--- src/assert_macros.svh ---
// Assertion macros used by the matrix norm core.
// Needs a clock named clk and an active-low reset named rst_n in the module that uses them.
`ifndef ASSERT_MACROS_SVH
`define ASSERT_MACROS_SVH

// Checked at every rising clock edge outside reset.
`define NRM_ASSERT(label, prop, msg) \
  label: assert property (@(posedge clk) disable iff (!rst_n) prop) else $error(msg);

// Checked at every rising clock edge, reset included.
`define NRM_ASSERT_ALWAYS(label, prop, msg) \
  label: assert property (@(posedge clk) prop) else $error(msg);

`endif

--- src/nrm_pkg.sv ---
// Shared types, constants and width helpers of the matrix norm block.
// No dependencies; used by nrm_accum and matrix_norms_stream_core.
package nrm_pkg;

  localparam int DEF_MAX_DIM   = 64;
  localparam int DEF_ELEM_BITS = 16;

  localparam int CFG_IDX_W  = 2;
  localparam int CFG_DATA_W = 7;

  localparam logic [CFG_IDX_W-1:0] REG_NUM_ROWS = 2'd0;
  localparam logic [CFG_IDX_W-1:0] REG_NUM_COLS = 2'd1;

  localparam int OUT_W       = 22;
  localparam int OUT_TDATA_W = 72;
  localparam logic [OUT_W-1:0] OUT_MAX = '1;

  // Control from the sequencer to the accumulator datapath.
  typedef struct packed {
    logic start;
    logic update;
    logic accum;
    logic clear;
    logic first_row;
    logic last_row;
    logic last_col;
  } nrm_ctrl_t;

  typedef enum logic [4:0] {
    ST_IDLE   = 5'b00001,
    ST_UPD    = 5'b00010,
    ST_ACC    = 5'b00100,
    ST_RSTART = 5'b01000,
    ST_ROOT   = 5'b10000
  } nrm_state_t;

  // A row or column sum of absolute values never exceeds MAX_DIM * 2^(ELEM_BITS-1).
  function automatic int sum_width(input int max_dim, input int elem_bits);
    return elem_bits + $clog2(max_dim);
  endfunction

  // The sum of squares wraps at 64 bits, as a 64-bit accumulator would.
  function automatic int square_width(input int max_dim, input int elem_bits);
    int w;
    w = 2 * elem_bits - 1 + 2 * $clog2(max_dim);
    return (w > 64) ? 64 : w;
  endfunction

endpackage

--- src/nrm_sqrt.sv ---
// Iterative floor square root: one result bit per cycle, digit-by-digit method.
// Does not depend on nrm_pkg.
module nrm_sqrt #(
  parameter int SQ_W = 43
) (
  input  logic                    clk,
  input  logic                    rst_n,
  input  logic                    start,
  input  logic [SQ_W-1:0]         radicand,
  output logic                    busy,
  output logic [(SQ_W+1)/2-1:0]   root
);
  localparam int RT_W    = (SQ_W + 1) / 2;
  localparam int TOP_POS = (SQ_W - 1) - ((SQ_W - 1) % 2);
  localparam logic [SQ_W-1:0] BIT_INIT = SQ_W'(1) << TOP_POS;

  logic [SQ_W-1:0] x_r, x_nxt;
  logic [SQ_W-1:0] res_r, res_nxt;
  logic [SQ_W-1:0] bit_r, bit_nxt;
  logic            busy_r, busy_nxt;
  logic [SQ_W-1:0] trial;

  always_comb begin
    trial    = res_r + bit_r;
    x_nxt    = x_r;
    res_nxt  = res_r;
    bit_nxt  = bit_r;
    busy_nxt = busy_r;
    if (start) begin
      x_nxt    = radicand;
      res_nxt  = '0;
      bit_nxt  = BIT_INIT;
      busy_nxt = 1'b1;
    end else if (busy_r) begin
      if (x_r >= trial) begin
        x_nxt   = x_r - trial;
        res_nxt = (res_r >> 1) + bit_r;
      end else begin
        res_nxt = res_r >> 1;
      end
      bit_nxt  = bit_r >> 2;
      busy_nxt = (bit_r >> 2) != '0;
    end
  end

  always_ff @(posedge clk) begin
    if (!rst_n) begin
      busy_r <= 1'b0;
    end else begin
      busy_r <= busy_nxt;
    end
    x_r   <= x_nxt;
    res_r <= res_nxt;
    bit_r <= bit_nxt;
  end

  assign busy = busy_r;
  assign root = res_r[RT_W-1:0];

endmodule

--- src/nrm_accum.sv ---
// Accumulator datapath: column sum memory, row sum, sum of squares and best values.
// Depends on nrm_pkg for the control struct, widths and output saturation limit.
module nrm_accum #(
  parameter int MAX_DIM   = nrm_pkg::DEF_MAX_DIM,
  parameter int ELEM_BITS = nrm_pkg::DEF_ELEM_BITS
) (
  input  logic                                        clk,
  input  logic                                        rst_n,
  input  nrm_pkg::nrm_ctrl_t                          ctrl,
  input  logic [$clog2(MAX_DIM)-1:0]                  col_idx,
  input  logic [ELEM_BITS-1:0]                        abs_in,
  output logic [nrm_pkg::OUT_W-1:0]                   norm_one,
  output logic [nrm_pkg::OUT_W-1:0]                   norm_inf,
  output logic [nrm_pkg::square_width(MAX_DIM, ELEM_BITS)-1:0] square_sum
);
  import nrm_pkg::*;

  localparam int SUM_W = sum_width(MAX_DIM, ELEM_BITS);
  localparam int SQ_W  = square_width(MAX_DIM, ELEM_BITS);
  localparam int CW    = (SUM_W > OUT_W) ? SUM_W : OUT_W;

  logic [SUM_W-1:0]       col_mem [MAX_DIM];
  logic [SUM_W-1:0]       rd_r;
  logic [ELEM_BITS-1:0]   a_r;
  logic [2*ELEM_BITS-1:0] prod_r;

  logic [SUM_W-1:0] row_sum_r, row_sum_nxt;
  logic [SUM_W-1:0] best_col_r, best_col_nxt;
  logic [SUM_W-1:0] best_row_r, best_row_nxt;
  logic [SQ_W-1:0]  sq_sum_r, sq_sum_nxt;

  logic [SUM_W-1:0] a_ext;
  logic [SUM_W-1:0] col_new;
  logic [SUM_W-1:0] row_new;
  logic [CW-1:0]    one_ext;
  logic [CW-1:0]    inf_ext;

  assign a_ext = SUM_W'(a_r);

  always_comb begin
    col_new      = ctrl.first_row ? a_ext : rd_r + a_ext;
    row_new      = row_sum_r + a_ext;
    row_sum_nxt  = row_sum_r;
    best_col_nxt = best_col_r;
    best_row_nxt = best_row_r;
    sq_sum_nxt   = sq_sum_r;
    if (ctrl.clear) begin
      row_sum_nxt  = '0;
      best_col_nxt = '0;
      best_row_nxt = '0;
      sq_sum_nxt   = '0;
    end else begin
      if (ctrl.update) begin
        if (ctrl.last_row && (col_new > best_col_r)) begin
          best_col_nxt = col_new;
        end
        if (ctrl.last_col) begin
          if (row_new > best_row_r) begin
            best_row_nxt = row_new;
          end
          row_sum_nxt = '0;
        end else begin
          row_sum_nxt = row_new;
        end
      end
      if (ctrl.accum) begin
        sq_sum_nxt = sq_sum_r + SQ_W'(prod_r);
      end
    end
  end

  always_ff @(posedge clk) begin
    if (!rst_n) begin
      row_sum_r  <= '0;
      best_col_r <= '0;
      best_row_r <= '0;
      sq_sum_r   <= '0;
    end else begin
      row_sum_r  <= row_sum_nxt;
      best_col_r <= best_col_nxt;
      best_row_r <= best_row_nxt;
      sq_sum_r   <= sq_sum_nxt;
    end
  end

  // The column entry is read when the item is taken and written back in the next cycle, the update state.
  always_ff @(posedge clk) begin
    if (ctrl.start) begin
      a_r  <= abs_in;
      rd_r <= col_mem[col_idx];
    end
    if (ctrl.update) begin
      col_mem[col_idx] <= col_new;
      prod_r           <= a_r * a_r;
    end
  end

  assign one_ext    = CW'(best_col_r);
  assign inf_ext    = CW'(best_row_r);
  assign norm_one   = (one_ext > CW'(OUT_MAX)) ? OUT_MAX : one_ext[OUT_W-1:0];
  assign norm_inf   = (inf_ext > CW'(OUT_MAX)) ? OUT_MAX : inf_ext[OUT_W-1:0];
  assign square_sum = sq_sum_r;

endmodule

--- src/matrix_norms_stream_core.sv ---
// Matrix 1-norm, infinity-norm and Frobenius norm over a stream of row-major elements.
// An element passes through take, column update and square accumulate; in_tready is low until idle again.
// After a matrix's last element the core starts the square root of the sum of squares and loads
// the result when the root is done and the output is free; the root unit gives one bit per cycle.
// Reset (rst_n, synchronous, active low) sets both sizes to 1 and clears row sum, best values and sum of squares.
`include "assert_macros.svh"

module matrix_norms_stream_core #(
  parameter int MAX_DIM   = nrm_pkg::DEF_MAX_DIM,
  parameter int ELEM_BITS = nrm_pkg::DEF_ELEM_BITS
) (
  input  logic                              clk,
  input  logic                              rst_n,
  input  logic                              cfg_valid,
  output logic                              cfg_ready,
  input  logic [nrm_pkg::CFG_IDX_W-1:0]     cfg_index,
  input  logic [nrm_pkg::CFG_DATA_W-1:0]    cfg_data,
  input  logic                              in_tvalid,
  output logic                              in_tready,
  input  logic [((ELEM_BITS+7)/8)*8-1:0]    in_tdata,   // element, zero padded
  output logic                              out_tvalid,
  input  logic                              out_tready,
  output logic [nrm_pkg::OUT_TDATA_W-1:0]   out_tdata   // norm_one, norm_infinity,
                                                        // norm_frobenius, zero padded
);
  import nrm_pkg::*;

  localparam int DIM_W = $clog2(MAX_DIM);
  localparam int ED_W  = $clog2(MAX_DIM + 1);
  localparam int CMP_W = (ED_W > CFG_DATA_W) ? ED_W : CFG_DATA_W;
  localparam int SQ_W  = square_width(MAX_DIM, ELEM_BITS);
  localparam int RT_W  = (SQ_W + 1) / 2;
  localparam int RCW   = (RT_W > OUT_W) ? RT_W : OUT_W;

  nrm_state_t state_r, state_nxt;
  logic [CFG_DATA_W-1:0] num_rows_r, num_rows_nxt;
  logic [CFG_DATA_W-1:0] num_cols_r, num_cols_nxt;
  logic [DIM_W-1:0]      col_pos_r, col_pos_nxt;
  logic [DIM_W-1:0]      row_pos_r, row_pos_nxt;
  logic                  end_r, end_nxt;
  logic                  out_tvalid_r, out_tvalid_nxt;
  logic [OUT_TDATA_W-1:0] out_tdata_r, out_tdata_nxt;

  logic [CMP_W-1:0] rows_ext, cols_ext;
  logic [CMP_W-1:0] eff_rows, eff_cols;
  logic             last_row, last_col;
  logic [ELEM_BITS-1:0] elem, elem_abs;
  logic             cfg_hit;
  logic             rt_start, rt_busy;
  logic             out_load;
  logic [RT_W-1:0]  root;
  logic [RCW-1:0]   root_ext;
  logic [OUT_W-1:0] norm_one, norm_inf, norm_frob;
  logic [SQ_W-1:0]  square_sum;
  nrm_ctrl_t        ctrl;

  // Size registers: zero means one, anything above MAX_DIM means MAX_DIM.
  always_comb begin
    rows_ext = CMP_W'(num_rows_r);
    cols_ext = CMP_W'(num_cols_r);
    if (rows_ext == '0) begin
      eff_rows = CMP_W'(1);
    end else if (rows_ext > CMP_W'(MAX_DIM)) begin
      eff_rows = CMP_W'(MAX_DIM);
    end else begin
      eff_rows = rows_ext;
    end
    if (cols_ext == '0) begin
      eff_cols = CMP_W'(1);
    end else if (cols_ext > CMP_W'(MAX_DIM)) begin
      eff_cols = CMP_W'(MAX_DIM);
    end else begin
      eff_cols = cols_ext;
    end
  end

  assign last_row = (CMP_W'(row_pos_r) + CMP_W'(1)) >= eff_rows;
  assign last_col = (CMP_W'(col_pos_r) + CMP_W'(1)) >= eff_cols;

  // The most negative element maps to 2^(ELEM_BITS-1), which still fits unsigned.
  assign elem     = in_tdata[ELEM_BITS-1:0];
  assign elem_abs = elem[ELEM_BITS-1] ? (~elem + ELEM_BITS'(1)) : elem;

  assign cfg_ready = 1'b1;

  always_comb begin
    num_rows_nxt = num_rows_r;
    num_cols_nxt = num_cols_r;
    cfg_hit      = 1'b0;
    if (cfg_valid) begin
      case (cfg_index)
        REG_NUM_ROWS: begin
          num_rows_nxt = cfg_data;
          cfg_hit      = 1'b1;
        end
        REG_NUM_COLS: begin
          num_cols_nxt = cfg_data;
          cfg_hit      = 1'b1;
        end
        default: begin
          cfg_hit = 1'b0;
        end
      endcase
    end
  end

  always_comb begin
    state_nxt      = state_r;
    col_pos_nxt    = col_pos_r;
    row_pos_nxt    = row_pos_r;
    end_nxt        = end_r;
    rt_start       = 1'b0;
    out_load       = 1'b0;
    ctrl           = '0;
    ctrl.first_row = (row_pos_r == '0);
    ctrl.last_row  = last_row;
    ctrl.last_col  = last_col;
    case (state_r)
      ST_IDLE: begin
        if (in_tvalid) begin
          ctrl.start = 1'b1;
          state_nxt  = ST_UPD;
        end
      end
      ST_UPD: begin
        ctrl.update = 1'b1;
        end_nxt     = last_row && last_col;
        if (last_col) begin
          col_pos_nxt = '0;
          row_pos_nxt = last_row ? '0 : row_pos_r + DIM_W'(1);
        end else begin
          col_pos_nxt = col_pos_r + DIM_W'(1);
        end
        state_nxt = ST_ACC;
      end
      ST_ACC: begin
        ctrl.accum = 1'b1;
        state_nxt  = end_r ? ST_RSTART : ST_IDLE;
      end
      ST_RSTART: begin
        rt_start  = 1'b1;
        state_nxt = ST_ROOT;
      end
      ST_ROOT: begin
        // Wait for the root and for a free output register.
        if (!rt_busy && (!out_tvalid_r || out_tready)) begin
          out_load   = 1'b1;
          ctrl.clear = 1'b1;
          state_nxt  = ST_IDLE;
        end
      end
      default: begin
        state_nxt = ST_IDLE;
      end
    endcase
    if (cfg_hit) begin
      ctrl.clear  = 1'b1;
      col_pos_nxt = '0;
      row_pos_nxt = '0;
    end
  end

  assign in_tready = (state_r == ST_IDLE);

  nrm_accum #(
    .MAX_DIM   (MAX_DIM),
    .ELEM_BITS (ELEM_BITS)
  ) u_accum (
    .clk        (clk),
    .rst_n      (rst_n),
    .ctrl       (ctrl),
    .col_idx    (col_pos_r),
    .abs_in     (elem_abs),
    .norm_one   (norm_one),
    .norm_inf   (norm_inf),
    .square_sum (square_sum)
  );

  nrm_sqrt #(
    .SQ_W (SQ_W)
  ) u_sqrt (
    .clk      (clk),
    .rst_n    (rst_n),
    .start    (rt_start),
    .radicand (square_sum),
    .busy     (rt_busy),
    .root     (root)
  );

  assign root_ext  = RCW'(root);
  assign norm_frob = (root_ext > RCW'(OUT_MAX)) ? OUT_MAX : root_ext[OUT_W-1:0];

  always_comb begin
    out_tvalid_nxt = out_tvalid_r;
    out_tdata_nxt  = out_tdata_r;
    if (out_load) begin
      out_tvalid_nxt                      = 1'b1;
      out_tdata_nxt                       = '0;
      out_tdata_nxt[OUT_W-1:0]            = norm_one;
      out_tdata_nxt[2*OUT_W-1:OUT_W]      = norm_inf;
      out_tdata_nxt[3*OUT_W-1:2*OUT_W]    = norm_frob;
    end else if (out_tready) begin
      out_tvalid_nxt = 1'b0;
    end
  end

  always_ff @(posedge clk) begin
    if (!rst_n) begin
      state_r      <= ST_IDLE;
      num_rows_r   <= CFG_DATA_W'(1);
      num_cols_r   <= CFG_DATA_W'(1);
      col_pos_r    <= '0;
      row_pos_r    <= '0;
      end_r        <= 1'b0;
      out_tvalid_r <= 1'b0;
    end else begin
      state_r      <= state_nxt;
      num_rows_r   <= num_rows_nxt;
      num_cols_r   <= num_cols_nxt;
      col_pos_r    <= col_pos_nxt;
      row_pos_r    <= row_pos_nxt;
      end_r        <= end_nxt;
      out_tvalid_r <= out_tvalid_nxt;
    end
    out_tdata_r <= out_tdata_nxt;
  end

  assign out_tvalid = out_tvalid_r;
  assign out_tdata  = out_tdata_r;

  `NRM_ASSERT(a_busy_after_take, (in_tvalid && in_tready) |=> !in_tready, "input ready right after an item")
  `NRM_ASSERT(a_root_in_root_state, rt_busy |-> (state_r == ST_ROOT), "root unit busy outside root wait")
  `NRM_ASSERT(a_result_after_root, $rose(out_tvalid_r) |-> $past(state_r == ST_ROOT), "result not from root wait")
  `NRM_ASSERT_ALWAYS(a_reset_idle, !rst_n |=> ((state_r == ST_IDLE) && !out_tvalid_r), "reset not idle")

endmodule
--- config.mk ---
export PLATFORM = sky130hd
export DESIGN_NAME = matrix_norms_stream_core
export DESIGN_NICKNAME = d
export VERILOG_FILES = /design/src/nrm_pkg.sv /design/src/nrm_sqrt.sv /design/src/nrm_accum.sv /design/src/matrix_norms_stream_core.sv
export VERILOG_INCLUDE_DIRS = /design/src /design/src/src
export SDC_FILE = /design/constraint.sdc
export NUM_CORES = 2
export LEC_CHECK = 0
export BUFFER_PORTS_ARGS = -buffer_cell sky130_fd_sc_hd__buf_2
export CAP_MARGIN = 20
export CORE_UTILIZATION = 30
export CTS_BUF_LIST = sky130_fd_sc_hd__clkbuf_8
export CTS_CLUSTER_DIAMETER = 100
export DETAILED_ROUTE_END_ITERATION = 7
export SYNTH_ARGS = -nofsm -noshare
export SYNTH_HDL_FRONTEND = slang
export SYNTH_SLANG_ARGS = --single-unit
--- constraint.sdc ---
create_clock -name clk -period 21.9 [get_ports clk]
set_clock_uncertainty 0.05 [all_clocks]
set_input_delay 4.38 -clock clk [delete_from_list [all_inputs] [get_ports clk]]
set_output_delay 4.38 -clock clk [all_outputs]
set_load 0.1 [all_outputs]
# Word level (Yosys, flattened, before mapping)
# Memory sizes are Yosys's and may differ from the RTL's. A register that Yosys moved wholly into a read port is not among the register bits.
# Cells that the tools add are included.
# Widths: inputs -> output; s select.
[word_totals]
mem_count = 1
word_cells = 111
ramBits = 1408
out_inout_bits = 75
inputBits = 30
register_bits = 365
[memory_table]
columns = ["memory", "words", "word_bits", "rd", "rd_ports_with_merged_regs", "write_ports", "line_no", "text"]
rows = [
  ["u_accum.col_mem", 64, 22, 1, 1, 1, "nrm_accum.sv:22", "logic [SUM_W-1:0] col_mem [MAX_DIM];"],
]
[classes]
muxes = 33
n_reduce_logical = 24
eq_ne = 8
order_cmp = 10
mul = 1
bitwise_logic = 2
add_sub_neg = 11
[op_table]
columns = ["cell", "count"]
rows = [
  ["$mux 43", 4],
  ["$gt 22x22->1 const B", 3],
  ["$add 22x16->22", 2],
  ["$gt 22x22->1", 2],
  ["$mux 22", 2],
  ["$add 42x43->43", 1],
  ["$add 43x32->43", 1],
  ["$add 43x43->43", 1],
  ["$ge 43x43->1", 1],
  ["$reduce_bool 43->1", 1],
  ["$sub 43x43->43", 1],
  ["$mul 16x16->32", 1],
  ["$mux 7", 4],
  ["$pmux 5 s5", 1],
  ["$add 16x1->16 const B", 1],
  ["$mux 1", 16],
  ["$not 16->16", 1],
  ["$mux 15", 1],
  ["$add 6x1->7 const B", 2],
  ["$ge 7x7->1", 2],
  ["$gt 7x7->1 const B", 2],
  ["$logic_not 7->1", 2],
  ["$add 6x1->6 const B", 2],
  ["$mux 6", 2],
  ["19 further kinds", 33],
]

# Logic depth before layout (Yosys ltp)
[depth]
word_depth = 7
depth_mapped = 27
ltp_nobuf = 25

# Modules after synthesis
# A second synthesis with hierarchy kept.
[unflattened]
hier_cells = 6439
area_unflattened_um2 = 84990.3
[modules_own_cells]
columns = ["mod", "seq_area_each_um2", "n_inst", "cells_per_inst", "area_per_inst_um2"]
rows = [
  ["nrm_accum", 46534.6, 1, 4852, 70746.6],
  ["nrm_sqrt", 2612.5, 1, 1218, 9878.2],
  ["matrix_norms_stream_core", 2642.5, 1, 369, 4365.4],
]

# Worst setup path before layout
# No wires, ideal clock.
[synth_timing]
path_type = "input to register"
from = "in out_tready"
to = "reg u_accum.best_col_r[16]"
arrival_ps = 10551
slack_ps = 11177
setup_ps = 121
n_path_buf = 1
required_ps = 21729
path_stages = 6
path_cell_list = "nor2b_1 nor3_1 nor2_1 and2_0 clkbuf_1 a2bb2o_1"
[synth_between]
elab_chain_len = 6
[synth_lines]
columns = ["item", "line_no", "text"]
rows = [
  ["start, declared", "matrix_norms_stream_core.sv:22", "input logic out_tready,"],
  ["$logic_or 1x1->1", "matrix_norms_stream_core.sv:146", "if (!rt_busy && (!out_tvalid_r || out_tready)) begin"],
  ["$logic_and 1x1->1", "matrix_norms_stream_core.sv:146", ""],
  ["$mux 1 (2 in a row)", "n/a", ""],
  ["via out_load", "matrix_norms_stream_core.sv:50", "logic out_load;"],
  ["$mux 1", "matrix_norms_stream_core.sv:156", "if (cfg_hit) begin"],
  ["$reduce_or 2->1 (no source line)", "n/a", ""],
  ["end signal, assigned", "nrm_accum.sv:80", "best_col_r <= best_col_nxt;"],
  ["end, declared", "nrm_accum.sv:28", "logic [SUM_W-1:0] best_col_r, best_col_nxt;"],
]
# The timed path passes the listed nets, and every way through them passes these cells.
# A chain may end at the register's enable or synchronous reset.

# Final worst setup path
[layout_timing]
from = "reg u_accum.a_r[2]"
to = "reg u_accum.best_col_r[16]"
[layout_between]
elab_chain_len = 5
[layout_lines]
columns = ["item", "line_no", "text"]
rows = [
  ["start, declared", "nrm_accum.sv:24", "logic [ELEM_BITS-1:0] a_r;"],
  ["start signal, assigned", "nrm_accum.sv:89", "a_r <= abs_in;"],
  ["$add 22x16->22", "nrm_accum.sv:41", "col_new = ctrl.first_row ? a_ext : rd_r + a_ext;"],
  ["$mux 22", "nrm_accum.sv:41", ""],
  ["via u_accum.col_new[21]", "nrm_accum.sv:33", "logic [SUM_W-1:0] col_new;"],
  ["$gt 22x22->1", "nrm_accum.sv:54", "if (ctrl.last_row && (col_new > best_col_r)) begin"],
  ["$logic_and 1x1->1", "nrm_accum.sv:54", ""],
  ["$reduce_and 2->1 (no source line)", "n/a", ""],
]
# The timed path passes the listed nets, and every way through them passes these cells.

==> qor.csv <==
stage,metric,value,unit
status,status,completed,
logic_synthesis,ys_warn_count,0,
global_route,grt_pass1_vias,53510,
floorplanning,ios,105,
sta,relSlewSlack,22.51,%
clock_network,cts_made_buffers,315,
worst_setup_path,critical_path_class,flip-flop to flip-flop,
worst_setup_path,worstPathArrival,7.96,ns
placement,dpl.hpwl,144.2,mm
worst_setup_path,regToRegSetupSlack,14.85,ns
global_route,grt_pass1_wl,348.8,mm
worst_setup_path,required,22.82,ns
layout,synthToLayoutAreaGrowth,12.98,%
clock_network,path_clk_slew,0.06,ns
routing,ant_nets,0,
placement,gp_congestion,0.8683,
clock_network,cts-root-buf,clkbuf_8,
floorplanning,die-area,275700,um2
routing,num_vias,53910,
routing,first_pass_iters,6,
placement,io_buffers,97,
floorplanning,start_util,30.23,%
logic_synthesis,async_flop_share,0,%
sta,fmax,0.1419,GHz
routing,routed_wl,238.9,mm
routing,drc,0,
global_route,grt_max_degree,88,
hold_path,min_to,out_tdata[5],
layout,nFillCells,26440,
logic_synthesis,postSynthCellCount,6211,
global_route,grt-ovfl-total,0,
routing,viasPerCell,5.319,
sta,finalWorstSetupSlack,14.85,ns
logic_synthesis,avgSynthCellArea,13.21,um2
sta,period_share,32.18,%
power,power_density,139.7,nW/um2
hold_path,hp-start,u_accum.best_col_r[5],
logic_synthesis,ys_types,85,
logic_synthesis,synth_edf_count,1586,
logic_synthesis,synth_area_leaders,"edfxtp_1 (58%), dfxtp_1 (5.1%), ha_1 (4.8%)",
floorplanning,coreArea,271500,um2
routing,drtIter0Drc,5289,
logic_synthesis,synth_seq_cells,1794,
logic_synthesis,yosysSeqAreaShare,63.10,%
hold_path,whs_path_depth,0,
layout,regArea,51790,um2
sta,worst_slew_pin_slew,1.161,ns
clock_network,ctsLongestPathBuffers,4,
routing,post_drt_wl_per_cell,23.57,um
hold_path,hold_class,flip-flop to flip-flop,
global_route,grtUsageTotal,16.78,%
clock_network,postCtsResizedCells,0,
power,p_leak,0.03175,uW
clock_network,post_cts_buffers,0,
clock_network,htree_levels,5,
worst_setup_path,rr_startpoint,u_accum.a_r[2],
sta,setup_viol,0,
logic_synthesis,synth_flop_cell,edfxtp_1,
floorplanning,die_w,525.0,um
sta,rsz0062_at_grt,false,
sta,hold_violations,0,
sta,post-route-min-period,7.047,ns
clock_network,clk_latency,1.08,ns
power,max-vdd-ir-drop,450.0,uV
floorplanning,rows,191,
flow_run,max-cap-violations,0,
layout,nets,6854,
worst_setup_path,cp-end-kind,flip-flop,
logic_synthesis,post-synth-top-area-cell,edfxtp_1,
layout,final_util,34.16,%
layout,drive_gt1_share,11.13,%
worst_setup_path,reg2reg_to,u_accum.best_col_r[16],
sta,slew_viol_final,0,
layout,multi_input_area,28260,um2
worst_setup_path,worstPathMaxFanout,65,
placement,place_worst_setup_slack,14.76,ns
clock_network,cts_hold_buf,0,
sta,fin_setup_tns,0,ns
global_route,antenna_found_initial,14,
logic_synthesis,syn_area,82070,um2
worst_setup_path,r2r_cells,23,
clock_network,clkSinkCount,1794,
floorplanning,die_h,525.0,um
logic_synthesis,yosysTopAreaCellShare,58.03,%
clock_network,cts_tree,yes,
worst_setup_path,critPathLaunchType,flip-flop,
state kept, by name (all words and copies together), names as in the netlist:
name / cells
u_sqrt.res_r: 43
u_sqrt.busy: 1
u_accum.a_r: 16
u_sqrt.bit_r: 22
out_tvalid: 1
out_tdata: 66
state_r: 5
cols_ext: 7
u_accum.best_col_r: 22
num_rows_r: 7
row_pos_r: 6
end_r: 1
u_accum.best_row_r: 22
u_accum.row_sum_r: 22
col_pos_r: 6
u_accum.col_mem: 1408
u_accum.prod_r: 31
u_accum.square_sum: 43
u_accum.rd_r: 22
u_sqrt.x_r: 43
logic make-up after synthesis:
kind of cell	count (synthesis)	share of synthesized area [%]
muxes	65	0.7989
other	2	0.009151
DFF	1794	63.10
and+or+nand+nor	1239	7.136
adders and majority gates	479	8.812
xor gates and xnor gates	227	2.422
buffers and inverters	719	3.372
AOI/OAI and AO/OA	1686	14.35
worst max-delay path: stages, from the launching register on:
cell,delay (ns)
edfxtp_1,0.96
ha_1,0.45
o21a_1,0.23
a2111oi_0,0.78
o211ai_1,0.27
a41o_1,0.29
a21oi_1,0.21
nor2b_1,0.07
nor2_1,0.24
nor3b_1,0.11
xnor2_1,0.19
nor2_4,0.09
buf_4,0.67
ha_1,0.27
nand3_1,0.12
nor3_1,0.25
nand2_1,0.11
or3_1,0.41
a31oi_1,0.18
a2111oi_0,0.10
o221ai_1,0.10
o2111ai_2,0.17
or3_1,0.46
a2bb2o_1,0.27
cell usage in the layout (no fill, tap or decap), drive strengths merged, types with 170 or more instances in the layout:
cell type     n
edfxtp     1586
a22oi       472
inv         421
nor2        395
clkbuf      329
nand2       326
a21oi       315
ha          314
dfxtp       208
buf         202
o21ai       170
per-stage QoR:
| stage | power (uW) | instance area (um2) | instances | hold WS (ns) |
|---|---|---|---|---|
| CTS | 13040 | 92700 | 10130 | 0.3756 |
| global route | 13930 | 92720 | 10130 | 0.3923 |
| detailed placement | 10180 | 87070 | 9597 | 0.3637 |
| floorplan | 8756 | 82090 | 6216 | 0.3862 |
| global placement | 10110 | 87070 | 9596 | 0.3662 |
| finish | 12950 | 92730 | 10140 | 0.3773 |
area by class of cell:
cell class,instances,share of cell area (%)
diodes,5,0.01349
flip-flops and latches,1794,55.86
multi-input cells,3703,30.48
clock inverters,204,1.182
repair buffers,202,1.438
inverters,329,1.332
well taps,3570,4.817
clock buffers,329,4.883
how the worst max path moves through the flow:
stage,from,slack (ns),to
finish,u_accum.a_r[2],14.85,u_accum.best_col_r[16]
global placement,cfg_index[1],14.95,u_accum.row_sum_r[19]
global route,u_accum.a_r[2],14.39,u_accum.best_col_r[16]
detailed placement,u_accum.a_r[2],14.76,u_accum.best_col_r[16]
floorplan,out_tready,11.18,u_accum.best_col_r[16]
CTS,u_accum.a_r[2],14.81,u_accum.best_col_r[16]
where the power goes:
group	switching (uW)	internal (uW)
combinational	3420	2340
sequential	146	4200
clock	1350	1490
cell usage after synthesis (all sizes together), types with 75 or more instances:
cell,count
a211oi,75
a21oi,315
a221oi,123
a22o,121
a22oi,472
a31oi,161
clkbuf,322
dfxtp,208
edfxtp,1586
fa,165
ha,314
inv,327
nand2,326
nand3,86
nand4,104
nor2,395
o21ai,170
xnor2,133
xor2,94
per-layer routing:
| metal | global-route usage (%) | part of all wire [%] |
|---|---|---|
| met5 | 0 | 0.0096 |
| met4 | 5.908 | 3.3 |
| met3 | 2.842 | 7.4 |
| met2 | 28.09 | 48 |
| met1 | 21.79 | 41 |
Power figures use the tool's default switching activity.
